==> src/design/bpi_pkg.sv <==
// Shared widths, command/status types and the Catmull-Rom weight function
// for the bicubic patch interpolator. No dependencies.
`default_nettype none

package bpi_pkg;

  localparam int SAMPLE_W = 16;
  localparam int FRAC_W   = 16;
  localparam int ROW_W    = 2;
  localparam int OUT_W    = 18;
  localparam int ACC_W    = 56;
  localparam int NTAP     = 4;
  localparam int COL_W    = 2;

  // weights: Q2.FRAC_W signed with headroom for the intermediate sums
  localparam int WGT_W  = FRAC_W + 5;
  localparam int LO_W   = FRAC_W + 4;
  localparam int DOT_W  = SAMPLE_W + WGT_W + 2;
  localparam int HI_W   = DOT_W - LO_W;
  localparam int MUL_W  = WGT_W;
  localparam int PROD_W = 2 * MUL_W;
  localparam int TACC_W = DOT_W + WGT_W;
  localparam int TERM_W = TACC_W - FRAC_W;
  localparam int RND_W  = ACC_W + 1 - FRAC_W;

  localparam int unsigned HALF = 1 << (FRAC_W - 1);

  localparam logic signed [WGT_W-1:0] W_ONE = WGT_W'(1);
  localparam logic signed [WGT_W-1:0] W_TWO = WGT_W'(1) << (FRAC_W + 1);

  typedef logic [NTAP-1:0][WGT_W-1:0] wgt_vec_t;

  typedef enum logic [3:0] {
    OP_NONE,
    OP_X2,
    OP_X3,
    OP_Y2,
    OP_Y3,
    OP_DOT,
    OP_TLO,
    OP_THI,
    OP_ACC,
    OP_OUT
  } op_e;

  typedef struct packed {
    logic             load;
    op_e              op;
    logic [COL_W-1:0] col;
  } cmd_t;

  typedef struct packed {
    logic row_last;
  } status_t;

  // 0.5*(X*W) rounded half up, from f, f^2 and f^3 in Q0.FRAC_W
  function automatic wgt_vec_t calc_weights(input logic [FRAC_W-1:0] f,
                                            input logic [FRAC_W-1:0] f2,
                                            input logic [FRAC_W-1:0] f3);
    logic signed [WGT_W-1:0] e1, e2, e3;
    logic signed [WGT_W-1:0] n0, n1, n2, n3;
    logic signed [WGT_W-1:0] t0, t1, t2, t3;
    wgt_vec_t                w;
    e1 = signed'({{(WGT_W-FRAC_W){1'b0}}, f});
    e2 = signed'({{(WGT_W-FRAC_W){1'b0}}, f2});
    e3 = signed'({{(WGT_W-FRAC_W){1'b0}}, f3});
    n0 = (e2 <<< 1) - e1 - e3;
    n1 = W_TWO - ((e2 <<< 2) + e2) + ((e3 <<< 1) + e3);
    n2 = e1 + (e2 <<< 2) - ((e3 <<< 1) + e3);
    n3 = e3 - e2;
    t0 = n0 + W_ONE;
    t1 = n1 + W_ONE;
    t2 = n2 + W_ONE;
    t3 = n3 + W_ONE;
    w[0] = t0 >>> 1;
    w[1] = t1 >>> 1;
    w[2] = t2 >>> 1;
    w[3] = t3 >>> 1;
    return w;
  endfunction

endpackage

`default_nettype wire

==> src/design/bpi_ctrl.sv <==
// Sequencer for the bicubic patch interpolator: steps the shared multiplier
// datapath through one row and owns both handshakes. Uses bpi_pkg.
`default_nettype none

module bpi_ctrl
  import bpi_pkg::*;
(
  input  wire logic    clk_i,
  input  wire logic    rst_ni,
  input  wire logic    in_valid_i,
  output logic         in_ready_o,
  output logic         out_valid_o,
  input  wire logic    out_ready_i,
  input  wire status_t status_i,
  output cmd_t         cmd_o
);

  localparam logic [3:0] ST_IDLE = 4'd0;
  localparam logic [3:0] ST_X2   = 4'd1;
  localparam logic [3:0] ST_X3   = 4'd2;
  localparam logic [3:0] ST_Y2   = 4'd3;
  localparam logic [3:0] ST_Y3   = 4'd4;
  localparam logic [3:0] ST_D0   = 4'd5;
  localparam logic [3:0] ST_D1   = 4'd6;
  localparam logic [3:0] ST_D2   = 4'd7;
  localparam logic [3:0] ST_D3   = 4'd8;
  localparam logic [3:0] ST_TLO  = 4'd9;
  localparam logic [3:0] ST_THI  = 4'd10;
  localparam logic [3:0] ST_ACC  = 4'd11;
  localparam logic [3:0] ST_OUT  = 4'd12;

  logic [3:0] state_q, state_d;
  logic       out_valid_q, out_valid_d;

  assign in_ready_o  = (state_q == ST_IDLE);
  assign out_valid_o = out_valid_q;

  always_comb begin
    state_d     = state_q;
    out_valid_d = out_valid_q && !out_ready_i;
    cmd_o.load  = 1'b0;
    cmd_o.op    = OP_NONE;
    cmd_o.col   = '0;
    unique case (state_q)
      ST_IDLE: begin
        if (in_valid_i) begin
          cmd_o.load = 1'b1;
          state_d    = ST_X2;
        end
      end
      ST_X2: begin
        cmd_o.op = OP_X2;
        state_d  = ST_X3;
      end
      ST_X3: begin
        cmd_o.op = OP_X3;
        state_d  = ST_Y2;
      end
      ST_Y2: begin
        cmd_o.op = OP_Y2;
        state_d  = ST_Y3;
      end
      ST_Y3: begin
        cmd_o.op = OP_Y3;
        state_d  = ST_D0;
      end
      ST_D0: begin
        cmd_o.op  = OP_DOT;
        cmd_o.col = COL_W'(0);
        state_d   = ST_D1;
      end
      ST_D1: begin
        cmd_o.op  = OP_DOT;
        cmd_o.col = COL_W'(1);
        state_d   = ST_D2;
      end
      ST_D2: begin
        cmd_o.op  = OP_DOT;
        cmd_o.col = COL_W'(2);
        state_d   = ST_D3;
      end
      ST_D3: begin
        cmd_o.op  = OP_DOT;
        cmd_o.col = COL_W'(3);
        state_d   = ST_TLO;
      end
      ST_TLO: begin
        cmd_o.op = OP_TLO;
        state_d  = ST_THI;
      end
      ST_THI: begin
        cmd_o.op = OP_THI;
        state_d  = ST_ACC;
      end
      ST_ACC: begin
        cmd_o.op = OP_ACC;
        state_d  = status_i.row_last ? ST_OUT : ST_IDLE;
      end
      ST_OUT: begin
        // wait for the output register to drain
        if (!out_valid_q || out_ready_i) begin
          cmd_o.op    = OP_OUT;
          out_valid_d = 1'b1;
          state_d     = ST_IDLE;
        end
      end
      default: begin
        state_d = ST_IDLE;
      end
    endcase
  end

  always_ff @(posedge clk_i or negedge rst_ni) begin
    if (!rst_ni) begin
      state_q     <= ST_IDLE;
      out_valid_q <= 1'b0;
    end else begin
      state_q     <= state_d;
      out_valid_q <= out_valid_d;
    end
  end

endmodule

`default_nettype wire

==> src/design/bpi_datapath.sv <==
// Datapath for the bicubic patch interpolator: one shared 21x21 multiplier,
// cubic terms, weights, dot product, row accumulator and output rounding.
// Uses bpi_pkg.
`default_nettype none

module bpi_datapath
  import bpi_pkg::*;
(
  input  wire logic                       clk_i,
  input  wire logic                       rst_ni,
  input  wire cmd_t                       cmd_i,
  input  wire logic signed [SAMPLE_W-1:0] sample_0_i,
  input  wire logic signed [SAMPLE_W-1:0] sample_1_i,
  input  wire logic signed [SAMPLE_W-1:0] sample_2_i,
  input  wire logic signed [SAMPLE_W-1:0] sample_3_i,
  input  wire logic        [ROW_W-1:0]    row_index_i,
  input  wire logic        [FRAC_W-1:0]   x_frac_i,
  input  wire logic        [FRAC_W-1:0]   y_frac_i,
  output status_t                         status_o,
  output logic signed [OUT_W-1:0]         interpolated_o,
  output logic                            saturated_o
);

  logic signed [SAMPLE_W-1:0] s_q [NTAP];
  logic [ROW_W-1:0]           row_q;
  logic [FRAC_W-1:0]          x_q, y_q, x2_q, x3_q, y2_q, y3_q;
  logic signed [WGT_W-1:0]    wx_q [NTAP];
  logic signed [WGT_W-1:0]    wy_q;
  logic signed [DOT_W-1:0]    dot_q;
  logic signed [TACC_W-1:0]   tacc_q;
  logic signed [ACC_W-1:0]    acc_q, acc_d;
  logic signed [OUT_W-1:0]    res_q, res_d;
  logic                       sat_q, sat_d;

  logic signed [MUL_W-1:0]  mul_a, mul_b;
  logic signed [PROD_W-1:0] prod;
  logic [PROD_W-1:0]        prod_rnd;
  logic [FRAC_W-1:0]        cube_term;
  logic signed [DOT_W-1:0]  prod_dot;
  logic signed [TACC_W-1:0] prod_ext;
  logic [PROD_W+LO_W-1:0]   prod_shl;
  wgt_vec_t                 wx_all, wy_all;
  logic [TACC_W-1:0]        tacc_rnd;
  logic signed [TERM_W-1:0] term;
  logic signed [ACC_W-1:0]  term_ext;
  logic [ACC_W:0]           acc_rnd;
  logic [RND_W-1:0]         v;
  logic [RND_W-OUT_W:0]     v_hi;
  logic                     in_range;

  assign status_o.row_last = (row_q == ROW_W'(NTAP - 1));

  assign wx_all = calc_weights(x_q, x2_q, x3_q);
  assign wy_all = calc_weights(y_q, y2_q, y3_q);

  // operand select for the shared multiplier
  always_comb begin
    mul_a = '0;
    mul_b = '0;
    unique case (cmd_i.op)
      OP_X2: begin
        mul_a = signed'({{(MUL_W-FRAC_W){1'b0}}, x_q});
        mul_b = signed'({{(MUL_W-FRAC_W){1'b0}}, x_q});
      end
      OP_X3: begin
        mul_a = signed'({{(MUL_W-FRAC_W){1'b0}}, x2_q});
        mul_b = signed'({{(MUL_W-FRAC_W){1'b0}}, x_q});
      end
      OP_Y2: begin
        mul_a = signed'({{(MUL_W-FRAC_W){1'b0}}, y_q});
        mul_b = signed'({{(MUL_W-FRAC_W){1'b0}}, y_q});
      end
      OP_Y3: begin
        mul_a = signed'({{(MUL_W-FRAC_W){1'b0}}, y2_q});
        mul_b = signed'({{(MUL_W-FRAC_W){1'b0}}, y_q});
      end
      OP_DOT: begin
        mul_a = wx_q[cmd_i.col];
        mul_b = MUL_W'(s_q[cmd_i.col]);
      end
      OP_TLO: begin
        mul_a = signed'({{(MUL_W-LO_W){1'b0}}, dot_q[LO_W-1:0]});
        mul_b = wy_q;
      end
      OP_THI: begin
        mul_a = MUL_W'(signed'(dot_q[DOT_W-1:LO_W]));
        mul_b = wy_q;
      end
      default: begin
        mul_a = '0;
        mul_b = '0;
      end
    endcase
  end

  assign prod      = mul_a * mul_b;
  assign prod_rnd  = prod + PROD_W'(HALF);
  assign cube_term = prod_rnd[2*FRAC_W-1:FRAC_W];
  assign prod_dot  = prod[DOT_W-1:0];
  assign prod_ext  = TACC_W'(prod);
  assign prod_shl  = {prod, {LO_W{1'b0}}};

  // row term: (dot * wy + half) >>> FRAC_W, then accumulate
  assign tacc_rnd = tacc_q + TACC_W'(HALF);
  assign term     = signed'(tacc_rnd[TACC_W-1:FRAC_W]);
  assign term_ext = ACC_W'(term);

  always_comb begin
    acc_d = acc_q;
    if (cmd_i.op == OP_ACC) begin
      acc_d = (row_q == '0) ? term_ext : acc_q + term_ext;
    end
  end

  // output rounding and clipping
  assign acc_rnd  = {acc_q[ACC_W-1], acc_q} + (ACC_W+1)'(HALF);
  assign v        = acc_rnd[ACC_W:FRAC_W];
  assign v_hi     = v[RND_W-1:OUT_W-1];
  assign in_range = (&v_hi) || !(|v_hi);

  always_comb begin
    sat_d = !in_range;
    if (in_range) begin
      res_d = signed'(v[OUT_W-1:0]);
    end else if (v[RND_W-1]) begin
      res_d = signed'({1'b1, {(OUT_W-1){1'b0}}});
    end else begin
      res_d = signed'({1'b0, {(OUT_W-1){1'b1}}});
    end
  end

  always_ff @(posedge clk_i or negedge rst_ni) begin
    if (!rst_ni) begin
      acc_q <= '0;
    end else begin
      acc_q <= acc_d;
    end
  end

  always_ff @(posedge clk_i) begin
    if (cmd_i.load) begin
      s_q[0] <= sample_0_i;
      s_q[1] <= sample_1_i;
      s_q[2] <= sample_2_i;
      s_q[3] <= sample_3_i;
      row_q  <= row_index_i;
      x_q    <= x_frac_i;
      y_q    <= y_frac_i;
    end
    unique case (cmd_i.op)
      OP_X2: x2_q <= cube_term;
      OP_X3: x3_q <= cube_term;
      OP_Y2: begin
        y2_q <= cube_term;
        for (int i = 0; i < NTAP; i++) begin
          wx_q[i] <= signed'(wx_all[i]);
        end
      end
      OP_Y3: y3_q <= cube_term;
      OP_DOT: begin
        if (cmd_i.col == '0) begin
          dot_q <= prod_dot;
          wy_q  <= signed'(wy_all[row_q]);
        end else begin
          dot_q <= dot_q + prod_dot;
        end
      end
      OP_TLO: tacc_q <= prod_ext;
      OP_THI: tacc_q <= tacc_q + signed'(prod_shl[TACC_W-1:0]);
      OP_OUT: begin
        res_q <= res_d;
        sat_q <= sat_d;
      end
      default: begin
      end
    endcase
  end

  assign interpolated_o = res_q;
  assign saturated_o    = sat_q;

endmodule

`default_nettype wire

==> src/design/bicubic_patch_interpolator.sv <==
// Catmull-Rom bicubic patch interpolator, one patch row per input transfer.
// A new row is accepted only once the sequencer is back in idle; a shared 21x21
// multiplier is stepped through cubic terms, four taps and the y scaling.
// The result of a row-3 transfer is registered in the output register, and
// waits while that register is still held. Reset: sequencer idle, output
// empty, row accumulator zero.
`default_nettype none

module bicubic_patch_interpolator
  import bpi_pkg::*;
(
  input  wire logic                       clk_i,
  input  wire logic                       rst_ni,
  input  wire logic                       in_valid_i,
  output logic                            in_ready_o,
  input  wire logic signed [SAMPLE_W-1:0] sample_0_i,
  input  wire logic signed [SAMPLE_W-1:0] sample_1_i,
  input  wire logic signed [SAMPLE_W-1:0] sample_2_i,
  input  wire logic signed [SAMPLE_W-1:0] sample_3_i,
  input  wire logic        [ROW_W-1:0]    row_index_i,
  input  wire logic        [FRAC_W-1:0]   x_frac_i,
  input  wire logic        [FRAC_W-1:0]   y_frac_i,
  output logic                            out_valid_o,
  input  wire logic                       out_ready_i,
  output logic signed [OUT_W-1:0]         interpolated_o,
  output logic                            saturated_o
);

  cmd_t    cmd;
  status_t status;

  bpi_ctrl u_ctrl (
    .clk_i       (clk_i),
    .rst_ni      (rst_ni),
    .in_valid_i  (in_valid_i),
    .in_ready_o  (in_ready_o),
    .out_valid_o (out_valid_o),
    .out_ready_i (out_ready_i),
    .status_i    (status),
    .cmd_o       (cmd)
  );

  bpi_datapath u_datapath (
    .clk_i          (clk_i),
    .rst_ni         (rst_ni),
    .cmd_i          (cmd),
    .sample_0_i     (sample_0_i),
    .sample_1_i     (sample_1_i),
    .sample_2_i     (sample_2_i),
    .sample_3_i     (sample_3_i),
    .row_index_i    (row_index_i),
    .x_frac_i       (x_frac_i),
    .y_frac_i       (y_frac_i),
    .status_o       (status),
    .interpolated_o (interpolated_o),
    .saturated_o    (saturated_o)
  );

endmodule

`default_nettype wire

==> config.mk <==
export PLATFORM = sky130hd
export DESIGN_NAME = bicubic_patch_interpolator
export DESIGN_NICKNAME = d
export VERILOG_FILES = /design/src/design/bpi_pkg.sv /design/src/design/bpi_ctrl.sv /design/src/design/bpi_datapath.sv /design/src/design/bicubic_patch_interpolator.sv
export SDC_FILE = /design/constraint.sdc
export NUM_CORES = 2
export LEC_CHECK = 0
export BUFFER_PORTS_ARGS = -buffer_cell sky130_fd_sc_hd__buf_2
export CAP_MARGIN = 5
export CORE_MARGIN = 2
export CORE_UTILIZATION = 60
export CTS_CLUSTER_SIZE = 10
export DETAILED_ROUTE_END_ITERATION = 8
export HOLD_SLACK_MARGIN = 0.12
export MAX_ROUTING_LAYER = met4
export PLACE_DENSITY = 0.81
export SKIP_LAST_GASP = 1
export SYNTH_ARGS = -nofsm -noshare
export SYNTH_HDL_FRONTEND = slang
export SYNTH_SLANG_ARGS = --single-unit
==> constraint.sdc <==
create_clock -name clk_i -period 12.92 [get_ports clk_i]
set_input_delay 2.584 -clock clk_i [delete_from_list [all_inputs] [get_ports clk_i]]
set_output_delay 2.584 -clock clk_i [all_outputs]
set_load 0.01 [all_outputs]
==> summary by stage <==
Outcome
The run finished, with violations left. The final reports fail on DRC.

Setup path
For this run, the slowest stage of the critical path takes 720 ps. The capture instance of the worst register-to-register path is u_datapath.tacc_q[58]. The origin of the critical flop-to-flop path is u_ctrl.state_q[3]. The number of cells traversed by the worst register-to-register path is 43. The category of the worst setup path capture point is a flop. The reg2reg setup slack is a little over 700 ps.

The class of the most critical setup path is flop to flop. STA puts the critical path data required time at 13300 ps. The launching instance or port of the critical path is u_ctrl.state_q[3]. The cell at the slowest stage of the critical path is sky130_fd_sc_hd__o21a_1. Along the worst path, the maximum fanout reaches 22. The data arrival time at the worst-slack endpoint is 12600 ps. STA classifies the critical path startpoint as a flop.

Drt
The pre-antenna-repair detailed-routing pass consisted of 9 iterations. The final routed DRC violation total is 10. The count of nets left with antenna violations once routing finished came out at 0. Dividing the detail-routed via count by the number of cells gives ~6.3. For this block, the routed nets add up to 172000 microns of wire.

The first-iteration detailed-routing DRC count is around 4700. The detailed-route via count is 47901. In the final routed layout, each cell accounts on average for 22.47 microns.

STA
The maximum clock frequency is between 0.08 and 0.09 GHz. The final number of max-transition violations is 0. Between clock sinks in the finished design, the worst skew comes to just under 60 ps.

The relative slew slack is around a quarter. The period utilization is 94.54%. At the pin with the least slew margin, the transition time is 1112 ps. Setup repair after global routing left no endpoint under its margin. After layout, the minimum clock period comes to between 10000 and 15000 ps. The number of setup violations in the final report is 0. The worst hold-check slack is 488.3 ps. For the final routed database, the setup TNS stands at 0 ps. The final count of hold timing violations is 0. In the post-route analysis, the smallest setup slack over all paths is 705.7 ps.

Placed design
Timing analysis after detailed placement gives a worst setup slack of slightly below 900 ps. Detailed placement ended at an HPWL of 138900 microns. The congestion estimate from routability-driven global placement came to about 1.0. Port buffering added 122 buffers. The post-placement cell count is 7556.

Clocking
TritonCTS created 54 clock buffers. The number of gates resized after CTS is 0. The number of clock sinks is roughly 430. The clock reaches the later pin of the worst-skew pair after 680 ps. The number of buffers added to fix hold violations after cts is 0. The cell at the root of the clock tree is sky130_fd_sc_hd__clkbuf_16. The maximum clock path buffer count is 3.

The clock slew seen by the registers of the worst setup and hold paths is 60 ps. The number of buffers inserted to repair setup after CTS is 0. The deepest level of the CTS H-tree is 2. The TritonCTS clock tree is built.

Synth
Yosys printed 0 warnings. The post-synthesis instance area is 55710 sq um. For this run, asynchronously set or reset flops after synthesis account for 14.32%. Sequential elements use 22.41% of the synthesized area. Dividing the synthesized area by the synthesized cell count gives 8.900 sq um.

After synthesis the netlist holds a flip-flop and latch count of 426. The count of mapped cells out of synthesis is 6260. The number of enable-type register cells in the synthesized netlist is about 370. The net count after synthesis is 7455. The most used flip-flop cell after synthesis is sky130_fd_sc_hd__edfxtp_1. In this run, distinct cell masters in the synthesized netlist total 95.

GRT
The largest net degree at the start of global routing is 81. Global routing consumed, over all layers together, 37.18% of the routing resources. The initial antenna violation count is 4. The via count of the first global-routing pass is 46901. The first global-routing pass estimated 263200 microns of wire. After global routing the overflow that remains totals 0.

Finish
The count of placed standard cells in the final layout, fillers left out is 7655. In the final design database the tool counted 7564 nets. The number of fill cells in the layout is around 7600. Of the cells placed in the final design, the portion with a size suffix greater than 1 is under 10%.

The post-synthesis to final-layout area growth is 7.337%.

Die
The initial core utilization is 60.69%. The die width is 308.7 microns. The number of top-level pins is 123. The number of rows created at floorplan is 111. The die covers about 95000 sq um.

From bottom edge to top edge, the die measures 308.7 microns. The area inside the core boundary is 91800 sq um.

Hold path
The launch instance of the worst min-delay path is u_datapath.acc_q[3]. The path type of the worst min-delay path is flop to flop. The path with the worst hold slack has its endpoint at u_datapath.acc_q[3].

The worst hold path depth is 2.

Job
The total of max-cap violations is 0.
==> final cells by class <==
type                       instances  area [sq um]  share of cell area [%]
antenna                            6         15.01                 0.02511
clock buffer                      74          1476                   2.469
clock inverter                    19         205.2                  0.3431
inverter                         864          3243                   5.423
multi-input combinational       4792         39390                   65.87
sequential                       426         12490                   20.88
tap                             1243          1555                   2.601
timing repair buffer             231          1429                   2.389
==> cells by family after synthesis <==
| group | after synthesis | synth area share [%] |
|---|---|---|
| XOR/XNOR | 452 | 7.131 |
| AO/OA/AOI/OAI | 1390 | 16.38 |
| AND/OR/NAND/NOR | 1822 | 15.11 |
| multiplexers | 35 | 0.8781 |
| adder cells (fa/ha/maj) | 1093 | 31.00 |
| flip-flops | 426 | 22.41 |
| buffers and inverters | 1042 | 7.088 |
==> worst max-delay path, delay by kind of cell, from the launching register on <==
family	cells	cell delay, ps
AO/OA/AOI/OAI	12	3330
XOR/XNOR	1	540
adder cells (fa/ha/maj)	9	4260
buffers and inverters	11	1490
flip-flops	1	650
multiplexers	1	230
AND/OR/NAND/NOR	9	1390
==> per-stage QoR <==
step                utilization (%)  cell area, sq um
floorplan                         -             55710
global placement              63.29             58100
detailed placement            63.29             58100
CTS                           65.12             59780
global route                  65.14             59800
finish                        65.14             59800
==> synthesized netlist by cell type, types with 61 or more instances <==
master | number | area share, %
sky130_fd_sc_hd__a21oi_1 | 360 | 3.2
sky130_fd_sc_hd__ha_1 | 614 | 14
sky130_fd_sc_hd__a22oi_1 | 63 | 0.85
sky130_fd_sc_hd__o21ai_0 | 286 | 2.6
sky130_fd_sc_hd__and3_1 | 68 | 0.76
sky130_fd_sc_hd__inv_1 | 861 | 5.8
sky130_fd_sc_hd__xnor2_1 | 304 | 4.8
sky130_fd_sc_hd__nand2b_1 | 71 | 0.80
sky130_fd_sc_hd__fa_1 | 479 | 17
sky130_fd_sc_hd__clkbuf_1 | 153 | 1.0
sky130_fd_sc_hd__nand2_1 | 630 | 4.2
sky130_fd_sc_hd__nand3_1 | 146 | 1.3
sky130_fd_sc_hd__nor2_1 | 495 | 3.3
sky130_fd_sc_hd__o21a_1 | 61 | 0.82
sky130_fd_sc_hd__dfrtp_1 | 61 | 2.7
sky130_fd_sc_hd__nor3_1 | 107 | 0.96
sky130_fd_sc_hd__a21o_1 | 135 | 1.8
sky130_fd_sc_hd__edfxtp_1 | 365 | 20
sky130_fd_sc_hd__xor2_1 | 147 | 2.3
==> sequential cells by signal, indices dropped and copies added, names as in the netlist, 4 cells and up <==
signal,flops
u_datapath.wx_q,80
u_datapath.s_q,64
u_datapath.acc_q,56
u_datapath.tacc_q,45
u_datapath.dot_q,39
u_datapath.wy_q,20
u_datapath.interpolated_o,18
u_datapath.x2_q,16
u_datapath.x3_q,16
u_datapath.x_q,16
u_datapath.y2_q,16
u_datapath.y3_q,16
u_datapath.y_q,16
u_ctrl.state_q,4
==> worst max path at each step <==
stage / end / slack (ps) / cells after the start
after global routing: u_datapath.tacc_q[58] / 90 / 38
after floorplan: u_datapath.dot_q[37] / 1400 / 40
after global placement: u_datapath.dot_q[38] / 930 / 37
final: u_datapath.tacc_q[58] / 710 / 43
after detailed placement: u_datapath.tacc_q[58] / 870 / 32
after CTS: u_datapath.tacc_q[58] / 800 / 32
==> cell usage in the layout (no fill, tap or decap), types with 57 or more instances in the layout <==
cell type                    n
sky130_fd_sc_hd__a21o_1    135
sky130_fd_sc_hd__a21oi_1   356
sky130_fd_sc_hd__a22oi_1    63
sky130_fd_sc_hd__a31oi_1    57
sky130_fd_sc_hd__and3_1     68
sky130_fd_sc_hd__buf_2     122
sky130_fd_sc_hd__buf_4     109
sky130_fd_sc_hd__dfrtp_1    61
sky130_fd_sc_hd__edfxtp_1  365
sky130_fd_sc_hd__fa_1      479
sky130_fd_sc_hd__ha_1      614
sky130_fd_sc_hd__inv_1     861
sky130_fd_sc_hd__nand2_1   630
sky130_fd_sc_hd__nand2b_1   71
sky130_fd_sc_hd__nand3_1   145
sky130_fd_sc_hd__nor2_1    489
sky130_fd_sc_hd__nor3_1    103
sky130_fd_sc_hd__o21a_1     61
sky130_fd_sc_hd__o21ai_0   280
sky130_fd_sc_hd__xnor2_1   304
sky130_fd_sc_hd__xor2_1    147
==> layer usage <==
layer  wire length (microns)  GRT usage (%)  part of all wire [%]  vias up
met5                       0              -                     0        -
met2                   78290          58.41                    46     2291
li1                        -              -                     -    21823
met1                   65940          45.36                    38    23176
met4                   11330          19.82                   6.6        0
met3                   16440          7.386                   9.6      611
Power is left out: the tool's default activity adds up to more than one toggle a clock period on the data nets, which glitch-free logic cannot reach.
